`src/design/gnf_pkg.sv`:
```
// Package with the constants, register codes and hash table of the fractal noise block.
package gnf_pkg;

    localparam int GNF_MAX_OCTAVES     = 8;
    localparam int GNF_COORD_FRAC_BITS = 16;

    // Quotient bits of the final normalization; the quotient never exceeds 3 * 2^12.
    localparam int Q_BITS   = 15;
    localparam int AMP_W    = 17;
    localparam int OUT_W    = 16;
    localparam int CFG_W    = 16;
    localparam int CFG_IDX_W = 2;

    localparam logic [AMP_W-1:0] ONE_Q16 = 17'd65536;

    localparam logic [CFG_IDX_W-1:0] CFG_OCTAVE_COUNT   = 2'd0;
    localparam logic [CFG_IDX_W-1:0] CFG_BASE_FREQUENCY = 2'd1;
    localparam logic [CFG_IDX_W-1:0] CFG_PERSISTENCE    = 2'd2;

    localparam logic [3:0]  RST_OCTAVE_COUNT   = 4'd4;
    localparam logic [15:0] RST_BASE_FREQUENCY = 16'd256;
    localparam logic [15:0] RST_PERSISTENCE    = 16'd32768;

    localparam int HASH_LEN = 198;

    localparam logic [7:0] HASH_P [0:HASH_LEN-1] = '{
        8'd151, 8'd160, 8'd137, 8'd91,  8'd90,  8'd15,  8'd131, 8'd13,  8'd201, 8'd95,
        8'd96,  8'd53,  8'd194, 8'd233, 8'd7,   8'd225, 8'd140, 8'd36,  8'd103, 8'd30,
        8'd69,  8'd142, 8'd8,   8'd99,  8'd37,  8'd240, 8'd21,  8'd10,  8'd23,  8'd190,
        8'd6,   8'd148, 8'd247, 8'd120, 8'd234, 8'd75,  8'd0,   8'd26,  8'd197, 8'd62,
        8'd94,  8'd252, 8'd219, 8'd203, 8'd117, 8'd35,  8'd11,  8'd32,  8'd57,  8'd177,
        8'd33,  8'd88,  8'd237, 8'd149, 8'd56,  8'd87,  8'd174, 8'd20,  8'd125, 8'd136,
        8'd171, 8'd168, 8'd68,  8'd175, 8'd74,  8'd165, 8'd71,  8'd134, 8'd139, 8'd48,
        8'd27,  8'd166, 8'd77,  8'd146, 8'd158, 8'd231, 8'd83,  8'd111, 8'd229, 8'd122,
        8'd60,  8'd211, 8'd133, 8'd230, 8'd220, 8'd105, 8'd92,  8'd41,  8'd55,  8'd46,
        8'd245, 8'd40,  8'd244, 8'd102, 8'd143, 8'd54,  8'd65,  8'd25,  8'd63,  8'd161,
        8'd1,   8'd216, 8'd80,  8'd73,  8'd209, 8'd76,  8'd132, 8'd187, 8'd208, 8'd89,
        8'd18,  8'd169, 8'd200, 8'd196, 8'd135, 8'd130, 8'd116, 8'd188, 8'd159, 8'd86,
        8'd164, 8'd100, 8'd109, 8'd198, 8'd173, 8'd186, 8'd3,   8'd64,  8'd52,  8'd217,
        8'd226, 8'd250, 8'd124, 8'd123, 8'd5,   8'd202, 8'd38,  8'd147, 8'd118, 8'd126,
        8'd255, 8'd82,  8'd85,  8'd212, 8'd207, 8'd206, 8'd59,  8'd227, 8'd47,  8'd16,
        8'd58,  8'd17,  8'd182, 8'd189, 8'd28,  8'd42,  8'd223, 8'd183, 8'd170, 8'd213,
        8'd119, 8'd248, 8'd152, 8'd2,   8'd44,  8'd145, 8'd31,  8'd179, 8'd228, 8'd167,
        8'd218, 8'd204, 8'd124, 8'd34,  8'd254, 8'd19,  8'd84,  8'd236, 8'd98,  8'd138,
        8'd205, 8'd93,  8'd222, 8'd114, 8'd67,  8'd29,  8'd24,  8'd72,  8'd243, 8'd141,
        8'd128, 8'd195, 8'd78,  8'd66,  8'd215, 8'd61,  8'd156, 8'd180
    };

    // The 512-entry hash ROM holds the hash table twice and zeros after that.
    function automatic logic [7:0] hash_rom(input logic [8:0] idx);
        logic [8:0] j;
        logic [7:0] val;
        j = 9'd0;
        if (idx < 9'(HASH_LEN)) begin
            val = HASH_P[idx[7:0]];
        end else if (idx < 9'(2 * HASH_LEN)) begin
            j = idx - 9'(HASH_LEN);
            val = HASH_P[j[7:0]];
        end else begin
            val = 8'd0;
        end
        return val;
    endfunction

endpackage

```
`src/design/gnf_div_step.sv`:
```
// One restoring division step that settles a single quotient bit.
module gnf_div_step #(
    parameter int DIV_W = 56,
    parameter int K     = 0
) (
    input  logic                       i_clk,
    input  logic                       i_rst_n,
    input  logic                       i_en,
    input  logic                       i_valid,
    input  logic [DIV_W-1:0]           i_rem,
    input  logic [DIV_W-1:0]           i_den,
    input  logic [gnf_pkg::Q_BITS-1:0] i_quo,
    input  logic                       i_neg,
    output logic                       o_valid,
    output logic [DIV_W-1:0]           o_rem,
    output logic [DIV_W-1:0]           o_den,
    output logic [gnf_pkg::Q_BITS-1:0] o_quo,
    output logic                       o_neg
);
    import gnf_pkg::*;

    logic [DIV_W-1:0]  shifted;
    logic              fits;
    logic [Q_BITS-1:0] n_quo;

    assign shifted = i_den << K;
    assign fits    = i_rem >= shifted;

    always_comb begin
        n_quo    = i_quo;
        n_quo[K] = fits;
    end

    logic                r_v;
    logic [DIV_W-1:0]    r_rem, r_den;
    logic [Q_BITS-1:0]   r_quo;
    logic                r_neg;

    always_ff @(posedge i_clk) begin
        if (!i_rst_n) begin
            r_v <= 1'b0;
        end else if (i_en) begin
            r_v <= i_valid;
        end
    end

    always_ff @(posedge i_clk) begin
        if (i_en) begin
            r_rem <= fits ? i_rem - shifted : i_rem;
            r_den <= i_den;
            r_quo <= n_quo;
            r_neg <= i_neg;
        end
    end

    assign o_valid = r_v;
    assign o_rem   = r_rem;
    assign o_den   = r_den;
    assign o_quo   = r_quo;
    assign o_neg   = r_neg;

endmodule

```
`config.mk`:
```
export PLATFORM = sky130hd
export DESIGN_NAME = gnf_div_step
export DESIGN_NICKNAME = d
export VERILOG_FILES = /design/src/design/gnf_pkg.sv /design/src/design/gnf_div_step.sv
export SDC_FILE = /design/constraint.sdc
export NUM_CORES = 1
export LEC_CHECK = 0
export BUFFER_PORTS_ARGS = -buffer_cell sky130_fd_sc_hd__buf_2
export CAP_MARGIN = 10
export CORE_ASPECT_RATIO = 0.7
export CORE_MARGIN = 1
export CORE_UTILIZATION = 47
export CTS_CLUSTER_SIZE = 24
export DETAILED_ROUTE_END_ITERATION = 16
export PLACE_DENSITY = 0.77
export SYNTH_ARGS = -nofsm -noshare
export SYNTH_HDL_FRONTEND = slang
export SYNTH_SLANG_ARGS = --single-unit
```
`constraint.sdc`:
```
create_clock -name i_clk -period 3.4 [get_ports i_clk]
set_clock_uncertainty 0.1 [all_clocks]
set_input_delay 0.68 -clock i_clk [delete_from_list [all_inputs] [get_ports i_clk]]
set_output_delay 0.68 -clock i_clk [all_outputs]
set_load 0.01 [all_outputs]
```
==> out/metrics.csv <==
stage,metric,value,unit
run_status,status,"complete, no violations",
sta,rsz0062_at_grt,no,
final_layout,final_cell_count_no_fill,1440,
critical_path,crit_arrival,3.31,ns
clocking,insertion_delay,0.42,ns
sta,drv_slew,0,
power,p_int,3780,uW
final_layout,num-fill-cells,1377,
clocking,clk_pin_slew,0.06,ns
synth,syn-num-nets,1035,
critical_path,cp-end-kind,flop,
floorplanning,coreArea,0.0166,sq mm
synth,yosysSeqAreaShare,0.473,
sta,max_slew_margin,0.570,
synth,synth_seq_cells,129,
global_route,grt.total_usage,0.259,
final_layout,syn_to_final_growth,35.9,%
floorplanning,die_area,0.0179,sq mm
final_layout,final_cell_mix,"258 x buf_2, 128 x edfxtp_1, 111 x buf_4",
route,wl,23.0,mm
synth,synth_simple_gate_area_frac,0.143,
global_route,first_global_vias,7393,
sta,setup_viol,0,
sta,worst_slew_pin_slew,0.639,ns
clocking,clkSinkCount,129,
route,vias,7679,
synth,synth_edf_count,128,
power,clock_power_share,0.352,
sta,timing.fmax,309,MHz
final_layout,regArea,0.00386,sq mm
power,powerDensity,485,mW/mm^2
critical_path,cpPeakStageDelay,0.36,ns
global_route,grt_pass1_wl,36.7,mm
placed_design,dp_cells,1407,
synth,synth-xor-area-share,0.0472,
floorplanning,die_h,112,um
clocking,post_cts_buffers,0,
final_layout,multiInputGateArea,0.00387,sq mm
critical_path,criticalPathCategory,input port to flop,
floorplanning,rows,39,
power,seqPwrFrac,0.373,
power,p_comb_frac,0.275,
synth,synth_compound_area_frac,0.187,
critical_path,path_max_fanout,5,
route,avgRoutedWirePerCell,16.0,um
placed_design,port_buffers,259,
synth,synth_top_family_by_area,compound AO/OA/AOI/OAI gates,
final_layout,drive_above_1_share,0.352,
clocking,cts_buffer_depth,2,
power,vdd.ir_drop.worst,0.316,mV
synth,ys_warn_count,0,
route,drc,0,
min_path,hold_class,input port to flop,
global_route,grt_max_degree,60,
synth,netlist_instances,846,
route,viasPerCell,5.33,
sta,tns,0,ns
critical_path,worstPathRequired,3.47,ns
critical_path,crit_chain,buf_2 > inv_1 > ha_1 > fa_2 > nand2b_1 > a211oi_2 > buf_4 > o21ai_1 > a311oi_1 > buf_4 > o21ba_2 > a31o_4 > a31oi_1 > xnor2_1 > o21ai_1,
clocking,cts_made_buffers,17,
run,maxCapViolCount,0,
synth,synth_adder_area_share,0.0882,
sta,hold_viol_final,0,
power,p_sw_frac,0.298,
clocking,htree_levels,4,
sta,fin_crit_sh,0.952,
floorplanning,ios,261,
clocking,clock-root-buffer,clkbuf_16,
floorplanning,die_w,160,um
floorplanning,initial_utilization,0.491,
final_layout,final_common_cell,buf_2,
route,ant_nets,0,
global_route,grt.overflow.total,0,
placed_design,gp_congestion,0.920,
final_layout,finalNetCount,1390,
power,p_leak,0.00511,uW
route,drtIter0Drc,603,
clocking,cts_tree,built,
sta,finalCriticalPeriod,3.24,ns
power,p_sw,1610,uW
critical_path,cp-start-kind,input port,
synth,synth_cell_types,66,
synth,synthMuxAreaShare,0.00536,
synth,synth.cell_area,0.00817,sq mm
critical_path,slowest_stage,fa_2,
synth,synthArstFlopShare,0,
route,dr.pass1.iters,5,
synth,syn_avg_cell_area,9.66,sq um
placed_design,detailed_place_hpwl,18.5,mm
global_route,antenna_found_initial,2,
synth,ys.flop_type,edfxtp_1,
==> cell usage after synthesis, types with 5 or more instances <==
cell      number  area share
nor2_1        54       0.025
a21o_1        15       0.014
nand2b_1       6      0.0046
o21ai_1       10      0.0061
nand3_1       11      0.0067
a211oi_1       6      0.0055
clkbuf_1      21      0.0096
xor2_1        24       0.026
o211ai_1       7      0.0064
nand2_1      103       0.047
buf_2         10      0.0061
o31ai_1        7      0.0064
o21bai_1       9      0.0083
a21oi_1       82       0.050
ha_1          56       0.086
o21ai_0       69       0.042
xnor2_1       20       0.021
nand4_1       24       0.018
inv_1         76       0.035
nor2b_1        8      0.0061
a31oi_1        5      0.0038
o21a_1        11       0.010
edfxtp_1     128        0.47
nor3_1        17       0.010
==> worst max-delay path, delay by kind of cell <==
family | cells | cell delay (ns)
AOI/OAI and AO/OA | 7 | 1.20
adders and majority gates | 2 | 0.57
buffers and inverters | 4 | 0.45
xor gates and xnor gates | 1 | 0.22
and+or+nand+nor | 1 | 0.19
==> per-stage QoR <==
step	cell area (sq um)	setup slack (ns)	total power (uW)	util	hold slack (ns)
after floorplan	8170	0.0800	2840	-	0.438
after global placement	10500	-0.338	3470	0.630	0.391
after detailed placement	10500	-0.399	3500	0.630	0.414
after CTS	11100	0.0541	5400	0.666	0.320
after global routing	11100	0.0122	5630	0.667	0.317
final	11100	0.162	5390	0.667	0.330
==> cell type report <==
type / count / area share
Antenna cell: 1 / 0.000225
Clock inverter: 15 / 0.0164
Inverter: 77 / 0.0260
Timing Repair Buffer: 373 / 0.198
Multi-Input combinational cell: 603 / 0.348
Tap cell: 225 / 0.0253
Sequential cell: 129 / 0.348
Clock buffer: 17 / 0.0383
==> logic make-up (layout without fill, tap and decap cells) <==
logic type	count (synthesis)	in the layout
AO/OA/AOI/OAI	251	251
AND/OR/NAND/NOR	247	247
flip-flops	129	129
buffers and inverters	114	482
adder cells (fa/ha/maj)	57	57
XOR/XNOR	44	44
multiplexers	4	4
other	0	1
==> worst paths after layout <==
kind | from | end | slack, ns | depth (start not counted)
worst min-delay path | i_quo[10] | o_quo[10] | 0.33 | 1
worst max-delay path | i_rem[0] | o_rem[50] | 0.16 | 15
worst max register to register | o_valid | o_valid | 2.71 | 2
worst min register to register | o_valid | o_valid | 0.42 | 2
==> registers in the layout, indices dropped and copies added, names as in the netlist <==
signal / cells
o_quo: 15
o_den: 56
o_rem: 56
o_valid: 1
o_neg: 1
==> timing repair <==
action | 4_1_cts | 5_1_grt
setup endpoints to repair | 0 | 50
hold buffers | 0 | 0
resized for setup | 0 | 4
==> power by group through the flow <==
stage	clock network [uW]	logic, uW	registers [uW]
after floorplan	0	703	2140
after global placement	0	1430	2040
after detailed placement	0	1460	2040
after CTS	1920	1470	2010
after global routing	1990	1620	2020
final	1900	1480	2010
==> routing by layer <==
layer	part of all wire	global-route usage
met2	0.43	0.397
met5	0.00048	0
met4	0.0095	0.0641
met1	0.48	0.368
met3	0.078	0.0643
No activity file was read; power rests on OpenSTA's default activity.
